### config.mk
export PLATFORM = sky130hd
export DESIGN_NAME = vector_angle_degrees_flat
export DESIGN_NICKNAME = d
export VERILOG_FILES = /design/src/rtl/vad_pkg.sv /design/src/rtl/vad_if.sv /design/src/rtl/vad_front.sv /design/src/rtl/vad_div_step.sv /design/src/rtl/vad_back.sv /design/src/rtl/vector_angle_degrees.sv /design/src/flat_wrapper.sv
export VERILOG_INCLUDE_DIRS = /design/src /design/src/rtl
export SDC_FILE = /design/constraint.sdc
export NUM_CORES = 1
export LEC_CHECK = 0
export BUFFER_PORTS_ARGS = -buffer_cell sky130_fd_sc_hd__buf_2
export CAP_MARGIN = 20
export CORE_ASPECT_RATIO = 0.7
export CORE_UTILIZATION = 40
export CTS_CLUSTER_DIAMETER = 60
export CTS_CLUSTER_SIZE = 24
export DETAILED_ROUTE_END_ITERATION = 8
export GPL_TIMING_DRIVEN = 0
export PLACE_DENSITY = 0.66
export SKIP_LAST_GASP = 1
export SLEW_MARGIN = 0
export SYNTH_ARGS = -nofsm -noshare
export SYNTH_HDL_FRONTEND = slang
export SYNTH_SLANG_ARGS = --single-unit
export TNS_END_PERCENT = 5
### constraint.sdc
create_clock -name clk_i -period 6.45 [get_ports clk_i]
set_clock_uncertainty 0.2 [all_clocks]
set_input_delay 1.935 -clock clk_i [delete_from_list [all_inputs] [get_ports clk_i]]
set_output_delay 1.935 -clock clk_i [all_outputs]
set_load 0.02 [all_outputs]
### src/rtl/vector_angle_degrees_macros.svh
// ----------------------------------------------------------------------------
// Assertion macros for the vector angle block
// Concurrent assertion wrappers, empty when SYNTHESIS is defined.
// ----------------------------------------------------------------------------
`ifndef VECTOR_ANGLE_DEGREES_MACROS_SVH
`define VECTOR_ANGLE_DEGREES_MACROS_SVH

`ifndef SYNTHESIS
// Check on every rising edge of clk_i outside reset.
`define VAD_ASSERT(lbl, prop) \
  lbl: assert property (@(posedge clk_i) disable iff (!rst_ni) prop) \
    else $error("vector_angle_degrees: assertion failed");
// Check on every rising edge of clk_i, reset included.
`define VAD_ASSERT_ALWAYS(lbl, prop) \
  lbl: assert property (@(posedge clk_i) prop) \
    else $error("vector_angle_degrees: assertion failed");
`else
`define VAD_ASSERT(lbl, prop)
`define VAD_ASSERT_ALWAYS(lbl, prop)
`endif

`endif

### src/rtl/vad_pkg.sv
// ----------------------------------------------------------------------------
// vad_pkg
// Widths, constants and stage word types of the vector angle pipeline.
// ----------------------------------------------------------------------------
`timescale 1ns / 1ps

package vad_pkg;

  localparam int unsigned CoordWidth = 16;          // signed input width
  localparam int unsigned MagWidth   = CoordWidth;  // |v| up to 2^(W-1)
  localparam int unsigned QuoWidth   = 6;           // quotient 0..45
  localparam int unsigned RemWidth   = CoordWidth + QuoWidth;
  localparam int unsigned DshWidth   = CoordWidth + QuoWidth - 1;
  localparam int unsigned AngWidth   = 9;
  localparam int unsigned MirWidth   = 7;
  localparam int unsigned CorrWidth  = 3;

  localparam logic [AngWidth-1:0] AngRight = 9'd90;
  localparam logic [AngWidth-1:0] AngHalf  = 9'd180;
  localparam logic [AngWidth-1:0] AngFull  = 9'd360;

  // Correction thresholds for the upper and lower halves of the octant.
  localparam logic [QuoWidth-1:0] QuoSplit = 6'd22;
  localparam logic [QuoWidth-1:0] HiTh0    = 6'd44;
  localparam logic [QuoWidth-1:0] HiTh1    = 6'd41;
  localparam logic [QuoWidth-1:0] HiTh2    = 6'd37;
  localparam logic [QuoWidth-1:0] HiTh3    = 6'd32;
  localparam logic [QuoWidth-1:0] LoTh0    = 6'd2;
  localparam logic [QuoWidth-1:0] LoTh1    = 6'd6;
  localparam logic [QuoWidth-1:0] LoTh2    = 6'd10;
  localparam logic [QuoWidth-1:0] LoTh3    = 6'd15;

  typedef struct packed {
    logic                  x_neg;
    logic                  y_neg;
    logic                  zero;
    logic                  wide_x;
    logic [MagWidth-1:0]   num;
    logic [MagWidth-1:0]   den;
  } vad_mag_t;

  typedef struct packed {
    logic                  x_neg;
    logic                  y_neg;
    logic                  zero;
    logic                  wide_x;
    logic [RemWidth-1:0]   rem;
    logic [DshWidth-1:0]   dsh;
    logic [QuoWidth-1:0]   quo;
  } vad_div_t;

endpackage

### src/rtl/vad_if.sv
// ----------------------------------------------------------------------------
// vad_if
// Valid/ready channels carrying vector words in and angle words out.
// ----------------------------------------------------------------------------
`timescale 1ns / 1ps

interface vad_in_if;
  logic                                 valid;
  logic                                 ready;
  logic signed [vad_pkg::CoordWidth-1:0] x_coord;
  logic signed [vad_pkg::CoordWidth-1:0] y_coord;

  modport source (output valid, output x_coord, output y_coord, input ready);
  modport sink   (input valid, input x_coord, input y_coord, output ready);
endinterface

interface vad_out_if;
  logic                          valid;
  logic                          ready;
  logic [vad_pkg::AngWidth-1:0]  angle_degrees;
  logic                          zero_vector;

  modport source (output valid, output angle_degrees, output zero_vector, input ready);
  modport sink   (input valid, input angle_degrees, input zero_vector, output ready);
endinterface

### src/rtl/vad_front.sv
// ----------------------------------------------------------------------------
// vad_front
// Magnitudes, octant compare, then min*45 and the aligned divisor.
// ----------------------------------------------------------------------------
`timescale 1ns / 1ps

module vad_front (
  input  logic              clk_i,
  input  logic              rst_ni,
  vad_in_if.sink            vec_i,
  output logic              out_valid_o,
  output vad_pkg::vad_div_t out_pkt_o,
  input  logic              out_ready_i
);
  import vad_pkg::*;

  logic                  x_neg, y_neg;
  logic [MagWidth-1:0]   x_mag, y_mag;
  vad_mag_t              mag_d, mag_q;
  logic                  mag_v_q, mag_rdy;
  vad_div_t              div_d, div_q;
  logic                  div_v_q, div_rdy;
  logic [RemWidth-1:0]   num_w;

  // Stage A: magnitudes and the smaller/larger pick.
  always_comb begin
    x_neg = vec_i.x_coord[CoordWidth-1];
    y_neg = vec_i.y_coord[CoordWidth-1];
    x_mag = x_neg ? MagWidth'(~vec_i.x_coord + 1'b1) : MagWidth'(vec_i.x_coord);
    y_mag = y_neg ? MagWidth'(~vec_i.y_coord + 1'b1) : MagWidth'(vec_i.y_coord);
    mag_d.x_neg  = x_neg;
    mag_d.y_neg  = y_neg;
    mag_d.zero   = (x_mag == '0) && (y_mag == '0);
    mag_d.wide_x = x_mag > y_mag;
    mag_d.num    = mag_d.wide_x ? y_mag : x_mag;
    mag_d.den    = mag_d.wide_x ? x_mag : y_mag;
  end

  assign div_rdy     = !div_v_q || out_ready_i;
  assign mag_rdy     = !mag_v_q || div_rdy;
  assign vec_i.ready = mag_rdy;

  always_ff @(posedge clk_i or negedge rst_ni) begin
    if (!rst_ni) begin
      mag_v_q <= 1'b0;
    end else if (mag_rdy) begin
      mag_v_q <= vec_i.valid;
    end
  end

  always_ff @(posedge clk_i) begin
    if (mag_rdy && vec_i.valid) begin
      mag_q <= mag_d;
    end
  end

  // Stage B: scale the smaller magnitude by 45 as shifts and adds.
  always_comb begin
    num_w        = RemWidth'(mag_q.num);
    div_d.x_neg  = mag_q.x_neg;
    div_d.y_neg  = mag_q.y_neg;
    div_d.zero   = mag_q.zero;
    div_d.wide_x = mag_q.wide_x;
    div_d.rem    = (num_w << 5) + (num_w << 3) + (num_w << 2) + num_w;
    div_d.dsh    = {mag_q.den, {(QuoWidth-1){1'b0}}};
    div_d.quo    = '0;
  end

  always_ff @(posedge clk_i or negedge rst_ni) begin
    if (!rst_ni) begin
      div_v_q <= 1'b0;
    end else if (div_rdy) begin
      div_v_q <= mag_v_q;
    end
  end

  always_ff @(posedge clk_i) begin
    if (div_rdy && mag_v_q) begin
      div_q <= div_d;
    end
  end

  assign out_valid_o = div_v_q;
  assign out_pkt_o   = div_q;

endmodule

### src/rtl/vad_div_step.sv
// ----------------------------------------------------------------------------
// vad_div_step
// One restoring division step: one quotient bit per register stage.
// ----------------------------------------------------------------------------
`timescale 1ns / 1ps

module vad_div_step (
  input  logic              clk_i,
  input  logic              rst_ni,
  input  logic              in_valid_i,
  input  vad_pkg::vad_div_t in_pkt_i,
  output logic              in_ready_o,
  output logic              out_valid_o,
  output vad_pkg::vad_div_t out_pkt_o,
  input  logic              out_ready_i
);
  import vad_pkg::*;

  vad_div_t            pkt_d, pkt_q;
  logic                v_q;
  logic                fits;
  logic [RemWidth-1:0] dsh_w;

  always_comb begin
    dsh_w       = RemWidth'(in_pkt_i.dsh);
    fits        = in_pkt_i.rem >= dsh_w;
    pkt_d       = in_pkt_i;
    pkt_d.rem   = fits ? in_pkt_i.rem - dsh_w : in_pkt_i.rem;
    pkt_d.dsh   = in_pkt_i.dsh >> 1;
    pkt_d.quo   = {in_pkt_i.quo[QuoWidth-2:0], fits};
  end

  assign in_ready_o = !v_q || out_ready_i;

  always_ff @(posedge clk_i or negedge rst_ni) begin
    if (!rst_ni) begin
      v_q <= 1'b0;
    end else if (in_ready_o) begin
      v_q <= in_valid_i;
    end
  end

  always_ff @(posedge clk_i) begin
    if (in_ready_o && in_valid_i) begin
      pkt_q <= pkt_d;
    end
  end

  assign out_valid_o = v_q;
  assign out_pkt_o   = pkt_q;

endmodule

### src/rtl/vad_back.sv
// ----------------------------------------------------------------------------
// vad_back
// Curve correction, octant mirror, quadrant fold and the output register.
// ----------------------------------------------------------------------------
`timescale 1ns / 1ps

module vad_back (
  input  logic              clk_i,
  input  logic              rst_ni,
  input  logic              in_valid_i,
  input  vad_pkg::vad_div_t in_pkt_i,
  output logic              in_ready_o,
  vad_out_if.source         ang_o
);
  import vad_pkg::*;

  logic [QuoWidth-1:0]  q;
  logic [CorrWidth-1:0] corr;
  logic [QuoWidth-1:0]  fixed;
  logic [MirWidth-1:0]  mir;
  logic [AngWidth-1:0]  mir_w;
  logic [AngWidth-1:0]  ang_d, ang_q;
  logic                 zero_q;
  logic                 v_q;

  always_comb begin
    q = in_pkt_i.quo;
    if (q > QuoSplit) begin
      corr = CorrWidth'(q <= HiTh0) + CorrWidth'(q <= HiTh1)
           + CorrWidth'(q <= HiTh2) + CorrWidth'(q <= HiTh3);
    end else begin
      corr = CorrWidth'(q >= LoTh0) + CorrWidth'(q >= LoTh1)
           + CorrWidth'(q >= LoTh2) + CorrWidth'(q >= LoTh3);
    end
    fixed = q + QuoWidth'(corr);
    mir   = in_pkt_i.wide_x ? MirWidth'(AngRight) - MirWidth'(fixed) : MirWidth'(fixed);
    mir_w = AngWidth'(mir);
    if (in_pkt_i.zero) begin
      ang_d = '0;
    end else if (in_pkt_i.y_neg && in_pkt_i.x_neg) begin
      ang_d = AngHalf + mir_w;
    end else if (in_pkt_i.y_neg) begin
      ang_d = AngHalf - mir_w;
    end else if (in_pkt_i.x_neg) begin
      ang_d = AngFull - mir_w;
    end else begin
      ang_d = mir_w;
    end
  end

  assign in_ready_o = !v_q || ang_o.ready;

  always_ff @(posedge clk_i or negedge rst_ni) begin
    if (!rst_ni) begin
      v_q <= 1'b0;
    end else if (in_ready_o) begin
      v_q <= in_valid_i;
    end
  end

  always_ff @(posedge clk_i) begin
    if (in_ready_o && in_valid_i) begin
      ang_q  <= ang_d;
      zero_q <= in_pkt_i.zero;
    end
  end

  assign ang_o.valid         = v_q;
  assign ang_o.angle_degrees = ang_q;
  assign ang_o.zero_vector   = zero_q;

endmodule

### src/rtl/vector_angle_degrees.sv
// ----------------------------------------------------------------------------
// vector_angle_degrees
// Pipelined integer atan2 in degrees, measured from +Y toward +X.
// ----------------------------------------------------------------------------
//
//   channel   dir   payload                          handshake
//   vec_i     in    x_coord, y_coord (signed 16)     valid/ready
//   ang_o     out   angle_degrees (9), zero_vector   valid/ready
//
// Flow: one word in per cycle unless ang_o stalls; a taken word passes
//   2 front stages, 6 divider stages of one quotient bit each and 1 output.
// Most stages belong to the divider; every stage holds one word.
// Reset clears all stage valid bits asynchronously; payload is not reset.
// Stalls: ready ripples back from ang_o through each stage; a stage takes
//   a new word whenever it is empty or its own word moves on.
// ----------------------------------------------------------------------------
`timescale 1ns / 1ps

`include "vector_angle_degrees_macros.svh"

module vector_angle_degrees (
  input  logic      clk_i,
  input  logic      rst_ni,
  vad_in_if.sink    vec_i,
  vad_out_if.source ang_o
);
  import vad_pkg::*;

  // Stage boundaries: index 0 leaves the front end, QuoWidth enters the back.
  vad_div_t div_pkt [QuoWidth+1];
  logic     div_v   [QuoWidth+1];
  logic     div_rdy [QuoWidth+1];

  // Take magnitudes and scale the smaller one by 45.
  vad_front u_front (
    .clk_i       (clk_i),
    .rst_ni      (rst_ni),
    .vec_i       (vec_i),
    .out_valid_o (div_v[0]),
    .out_pkt_o   (div_pkt[0]),
    .out_ready_i (div_rdy[0])
  );

  // Develop the quotient one bit per stage, MSB first.
  for (genvar i = 0; i < QuoWidth; i++) begin : g_div
    vad_div_step u_step (
      .clk_i       (clk_i),
      .rst_ni      (rst_ni),
      .in_valid_i  (div_v[i]),
      .in_pkt_i    (div_pkt[i]),
      .in_ready_o  (div_rdy[i]),
      .out_valid_o (div_v[i+1]),
      .out_pkt_o   (div_pkt[i+1]),
      .out_ready_i (div_rdy[i+1])
    );
  end

  // Correct, mirror, fold into the quadrant and hold the result word.
  vad_back u_back (
    .clk_i      (clk_i),
    .rst_ni     (rst_ni),
    .in_valid_i (div_v[QuoWidth]),
    .in_pkt_i   (div_pkt[QuoWidth]),
    .in_ready_o (div_rdy[QuoWidth]),
    .ang_o      (ang_o)
  );

  // A word moved out of the last divider stage shows up on the output.
  `VAD_ASSERT(a_last_to_out, div_v[QuoWidth] && div_rdy[QuoWidth] |=> ang_o.valid)
  // A stalled front word stays in place.
  `VAD_ASSERT(a_front_hold, div_v[0] && !div_rdy[0] |=> div_v[0])
  // A zero vector always reports angle 0, and no angle exceeds a full turn.
  `VAD_ASSERT(a_zero_angle, ang_o.valid && ang_o.zero_vector |-> ang_o.angle_degrees == '0)
  `VAD_ASSERT(a_angle_range, ang_o.valid |-> ang_o.angle_degrees <= AngFull)
  // No word is shown while reset is held.
  `VAD_ASSERT_ALWAYS(a_reset_empty, !rst_ni |-> !ang_o.valid)

endmodule

### src/flat_wrapper.sv
// flat-port wrapper written by rule: the top's interface ports become plain ports
module vector_angle_degrees_flat import vad_pkg::*;
  (clk_i, rst_ni, vec_i_valid, vec_i_x_coord, vec_i_y_coord, vec_i_ready, ang_o_valid, ang_o_angle_degrees, ang_o_zero_vector, ang_o_ready);
  vad_in_if vec_i_i ();
  vad_out_if ang_o_i ();
  input  logic clk_i;
  input  logic rst_ni;
  input wire logic [$bits(vec_i_i.valid)-1:0] vec_i_valid;
  input wire logic [$bits(vec_i_i.x_coord)-1:0] vec_i_x_coord;
  input wire logic [$bits(vec_i_i.y_coord)-1:0] vec_i_y_coord;
  output wire logic [$bits(vec_i_i.ready)-1:0] vec_i_ready;
  output wire logic [$bits(ang_o_i.valid)-1:0] ang_o_valid;
  output wire logic [$bits(ang_o_i.angle_degrees)-1:0] ang_o_angle_degrees;
  output wire logic [$bits(ang_o_i.zero_vector)-1:0] ang_o_zero_vector;
  input wire logic [$bits(ang_o_i.ready)-1:0] ang_o_ready;
  assign vec_i_i.valid = vec_i_valid;
  assign vec_i_i.x_coord = vec_i_x_coord;
  assign vec_i_i.y_coord = vec_i_y_coord;
  assign vec_i_ready = vec_i_i.ready;
  assign ang_o_valid = ang_o_i.valid;
  assign ang_o_angle_degrees = ang_o_i.angle_degrees;
  assign ang_o_zero_vector = ang_o_i.zero_vector;
  assign ang_o_i.ready = ang_o_ready;
  vector_angle_degrees u_core (.clk_i(clk_i), .rst_ni(rst_ni), .vec_i(vec_i_i), .ang_o(ang_o_i));
endmodule
* Word level (Yosys, flattened, before mapping)
Cells that the tools add are included.
W data, S select, Z words.
** Operators by class
- Add/subtract/negate cells :: 21
- Order comparisons :: 16
- Multiplexer cells :: 14
- Bitwise operators :: 2
- Reduce and logical (&&, ||, !) cells :: 31
** Operator list (number)
- $mux W22 :: 5
- $mux W16 :: 4
- $add A16 B1 Y16 const B :: 2
- $logic_not A16 Y1 :: 2
- $not A16 Y16 :: 2
- $mux W9 :: 3
- $le A6 B6 Y1 const B :: 4
- $add A21 B19 Y22 :: 1
- $add A22 B16 Y22 :: 1
- $add A22 B18 Y22 :: 1
- $ge A22 B16 Y1 :: 1
- $ge A22 B17 Y1 :: 1
- $ge A22 B18 Y1 :: 1
- $ge A22 B19 Y1 :: 1
- $ge A22 B20 Y1 :: 1
- $ge A22 B21 Y1 :: 1
- $sub A22 B17 Y22 :: 1
- $sub A22 B18 Y22 :: 1
- $sub A22 B19 Y22 :: 1
- $sub A22 B20 Y22 :: 1
- $sub A22 B21 Y22 :: 1
- $gt A16 B16 Y1 :: 1
- $ge A6 B4 Y1 const B :: 2
- $logic_and A1 B1 Y1 :: 11
- 15 further kinds :: 34
** Storage, ports and cells
- Register bits after elaboration :: 332
- Input port bits :: 36
- Output and inout port bits :: 12
- Word-level logic and storage cells :: 147

* Longest topological paths before layout
- Word-level depth :: 12
- Depth in mapped cells :: 19
- Depth with buffers taken out :: 18

* Hierarchy
Synthesis repeated with hierarchy kept, for this count alone.
** Second synthesis, totals
- Cell total of the unflattened synthesis :: 2340
- Area, all modules :: 26036.2 um^2
** By module, submodules not included
- vad_div_step at u_core.g_div[4].u_step ... :: times used 2, cells each 287, area an instance 3211.8 um^2, seq. area each 1586.5 um^2
- vad_div_step at u_core.g_div[1].u_step ... :: times used 2, cells each 276, area an instance 3103.0 um^2, seq. area each 1586.5 um^2
- vad_front :: times used 1, cells each 489, area an instance 5635.4 um^2, seq. area each 2392.3 um^2
- vad_div_step at u_core.g_div[3].u_step :: times used 1, cells each 269, area an instance 3166.8 um^2, seq. area each 1586.5 um^2
- vad_div_step at u_core.g_div[0].u_step :: times used 1, cells each 276, area an instance 3036.7 um^2, seq. area each 1586.5 um^2
- vad_back :: times used 1, cells each 180, area an instance 1567.8 um^2, seq. area each 325.3 um^2

* Worst setup path before layout
No wires, ideal clock.
- Path type :: input port to flip-flop
- Start point :: in vec_i_y_coord[6]
- End point :: reg u_core.u_front.mag_q (netlist bit u_core.u_front.div_d[11]), data pin
- Setup time :: 0.279 ns
- Data arrival time :: 5.384 ns
- Data required time :: 5.971 ns
- Setup slack :: 0.587 ns
- Cell stages on the path :: 11
- Path buffers :: 1
- Path through :: or4_1 or4_1 or3_1 or4_1 ha_1 nand4_1 nor2_1 a221oi_1 a21oi_1 clkbuf_1 mux2i_1
** RTL lines
- start, declared :: RTL line flat_wrapper.sv:10 : input wire logic [$bits(vec_i_i.y_coord)-1:0] vec_i_y_coord;
- end signal, assigned :: RTL line vad_front.sv:53 : mag_q <= mag_d;
- end, declared :: RTL line vad_front.sv:19 : vad_mag_t mag_d, mag_q;

==> impl_metrics.yaml <==
place:
  place.gp.congestion: 0.8939
  dp.cells: 2304
  dp_hpwl_um: 29430
  dpl_cell_area_mm2: 0.02026
  post-place-ws_ns: -0.3899
  numPortBuffers: 47
setup_path:
  cp.arrival_ns: 6.25
  critical_path_depth: 13
  endpoint_kind: "flip-flop"
  ff2ff_path_depth: 17
  critical_path.endpoint: "u_core.u_front.div_d[24]"
  crit_buf_inv: 2
  r2r-start: "u_core.g_div[5].u_step.out_pkt_o[3]"
  crit_path_start: "vec_i_y_coord[4]"
  cpMostUsedCell: "or4_1"
  required_ns: 6.51
  cpPeakStageDelay_ns: 0.69
  critical_path_class: "in2reg"
  crit_chain: "buf_2 > or4_1 > or4_1 > or3_1 > o31ai_1 > xor2_1 > ha_1 > o21ai_0 > o21bai_1 > a221oi_1 > a21oi_1 > clkbuf_1 > mux2i_1"
  critPathSlowestCell: "clkbuf_1"
  cp-start-kind: "primary input"
  r2r_end: "u_core.u_back.ang_o.angle_degrees[6]"
  critPathTopFamily: "simple AND/OR/NAND/NOR gates"
  worstPathMaxFanout: 10
  rrSetupSlack_ns: 0.46
status:
  status: "finished clean"
yosys:
  synthSimpleGateAreaFrac_pct: 10.26
  netlist_instances: 1641
  async_flop_share_pct: 2.711
  synth_common_cells: "edfxtp_1 (323), inv_1 (161), ha_1 (153)"
  syn_avg_cell_area_um2: 11.68
  synth.area.top_cells: "edfxtp_1 (51%), ha_1 (10%), fa_1 (3.7%)"
  synth-compound-area-share_pct: 12.41
  synth-xor-area-share_pct: 5.295
  synth_nets: 1865
  ys_types: 69
  synthAdderAreaFrac_pct: 13.70
  syn_area_mm2: 0.01916
  synth_mux_area_share_pct: 2.723
  yosysSeqAreaShare_pct: 51.79
  yosysMostFrequentCell: "edfxtp_1"
  ys.flop_type: "edfxtp_1"
  ys_warn_count: 0
  ys_seq_elements: 332
  synth_top_family_by_area: "adder cells"
  synth-edff-count: 323
  synth_top_area_cell: "edfxtp_1"
  synth_top_area_share_pct: 50.62
clock_network:
  cts_tree: "yes"
  path_clk_slew_ns: 0.09
  clk_latency_ns: 0.55
  root_buffer: "clkbuf_16"
  clockBufferDepth: 3
  h-tree-depth: 1
  numCtsBuffers: 23
  clock_sink_count: 332
grt:
  grt_pass1_vias: 11896
  antenna_found_initial: 0
  grt_max_degree: 45
  track_usage_pct: 15.37
  grt_pass1_wl_um: 61220
  grt.overflow.total: 0
timing:
  min_period_ns: 6.191
  rsz0062_at_grt: "no"
  max_slew.worst_pin.slew_ns: 1.102
  slew_headroom_pct: 26.53
  drv_slew: 0
  holdWs_ns: 0.2095
  fin_crit_sh_pct: 95.99
  setup_viol: 0
  hold_viol: 0
  fin_ws_ns: 0.2585
  fmax_mhz: 161.5
route:
  drcViolationCount: 0
  antenna_left: 0
  dr.pass1.iters: 5
  drtIter0Drc: 830
  postRouteWirelength_um: 36980
  vias: 12320
  vias_per_cell: 5.251
  avgRoutedWirePerCell_um: 15.76
power_and_ir_drop:
  irDropWorstVdd_mv: 0.3205
  power_density_mw_per_mm2: 539.9
  leakage_nw: 8.425
floorplanning:
  rows: 66
  die-area_mm2: 0.04880
  start_util_pct: 40.93
  io-pin-count: 48
  die_x_um: 263.6
  die_h_um: 185.1
  core-area_mm2: 0.04682
layout:
  drive_gt1_share_pct: 7.382
  final_area_mm2: 0.02104
  final_cells: 2346
  areaGrowthSynthToFinish_pct: 9.807
  n_antenna_cell: 0
  fin_util_pct: 44.94
  nets: 1941
min_path:
  hold_class: "reg2reg"
run:
  max_cap_viol_count: 0
-- how the worst min path moves through the flow --
stage	from	to	slack (ns)	cells past startpoint
6_report	u_core.g_div[1].u_step.out_pkt_o[1]	u_core.g_div[2].u_step.out_pkt_o[2]	0.21	0
5_1_grt	u_core.g_div[1].u_step.out_pkt_o[1]	u_core.g_div[2].u_step.out_pkt_o[2]	0.22	0
4_1_cts	u_core.g_div[1].u_step.out_pkt_o[50]	u_core.g_div[2].u_step.out_pkt_o[50]	0.22	0
3_5_place_dp	u_core.g_div[0].u_step.out_pkt_o[0]	u_core.g_div[1].u_step.out_pkt_o[1]	0.20	0
3_3_place_gp	u_core.g_div[0].u_step.out_pkt_o[50]	u_core.g_div[1].u_step.out_pkt_o[50]	0.20	0
2_1_floorplan	u_core.u_front.out_pkt_o[49]	u_core.g_div[0].u_step.out_pkt_o[49]	0.20	0
-- placed cells by master, fill, tap and decap left out, types with 25 or more instances in the layout --
| master | count |
|---|---|
| xnor2_1 | 47 |
| xor2_1 | 67 |
| edfxtp_1 | 323 |
| a21o_1 | 49 |
| nand3_1 | 28 |
| mux2i_1 | 42 |
| o21ai_0 | 95 |
| nand2_1 | 109 |
| inv_1 | 161 |
| ha_1 | 153 |
| buf_2 | 47 |
| fa_1 | 35 |
| clkbuf_1 | 34 |
| a21oi_1 | 93 |
| nor2_1 | 78 |
| nor3_1 | 25 |
-- final cells by class --
| type | instances | area (µm²) |
|---|---|---|
| well taps | 612 | 765.7 |
| plain buffers | 32 | 121.4 |
| fillers | 4189 | 25780 |
| repair buffers | 51 | 315.3 |
| inverters | 163 | 611.8 |
| clock inverters | 16 | 195.2 |
| multi-input cells | 1114 | 8521 |
| flip-flops and latches | 332 | 9925 |
| clock buffers | 26 | 586.8 |
-- worst register-to-register path, delay by kind of cell (launching register included) --
| family | cells | cell delay, ns |
|---|---|---|
| buf+inv | 3 | 0.67 |
| xor+xnor | 2 | 0.79 |
| mux | 2 | 0.66 |
| compound gates | 2 | 0.45 |
| fa+ha+maj | 5 | 1.66 |
| simple gates | 3 | 0.96 |
| flops | 1 | 0.36 |
-- per-stage QoR --
stage | total power (W) | setup TNS, ns
finish | 0.01136 | 0
global route | 0.01231 | 0
CTS | 0.01138 | 0
detailed placement | 0.009837 | -8.358
global placement | 0.009651 | -5.875
floorplan | 0.008465 | 0
-- per-layer routing --
metal / share of wire (%) / vias to the layer above / global-route usage (%)
met5: 0 / - / 0
met2: 44 / 267 / 25.31
met4: 2.0 / 0 / 3.556
met1: 50 / 5811 / 21.62
li1: - / 6188 / -
met3: 3.9 / 54 / 1.981
-- state kept, by name, indices dropped and copies added, names as in the netlist --
name                               cells
u_core.u_back.ang_o.angle_degrees      9
u_core.u_back.ang_o.zero_vector        1
u_core.g_div.u_step.out_valid_o        6
u_core.g_div.u_step.out_pkt_o        235
u_core.u_back.ang_o.valid              1
u_core.u_front.div_d                  20
u_core.u_front.mag_q                  16
u_core.u_front.out_pkt_o              42
u_core.u_front.mag_v_q                 1
u_core.u_front.out_valid_o             1
-- report_power, final --
group	leakage [nW]	internal (W)	switching (W)	total [W]
registers	3.24	0.00358	0.000419	0.00400
logic	4.81	0.00247	0.00338	0.00585
clock network	0.376	0.000710	0.000797	0.00151
total	8.42	0.00676	0.00460	0.0114
-- logic make-up (layout without fill, tap and decap cells) --
family	Yosys count	count (layout)
DFF	332	332
and+or+nand+nor	389	389
xor gates and xnor gates	115	115
buffers and inverters	195	288
AOI/OAI and AO/OA	370	370
adders and majority gates	189	189
muxes	51	51
-- what timing repair did --
item | 4_1_cts | 5_1_grt
setup endpoints to repair | 0 | 4
gates resized for setup | 0 | 3
hold buffers | 0 | 0
buffers inserted | 0 | 0
(Power assumes the default switching activity.)
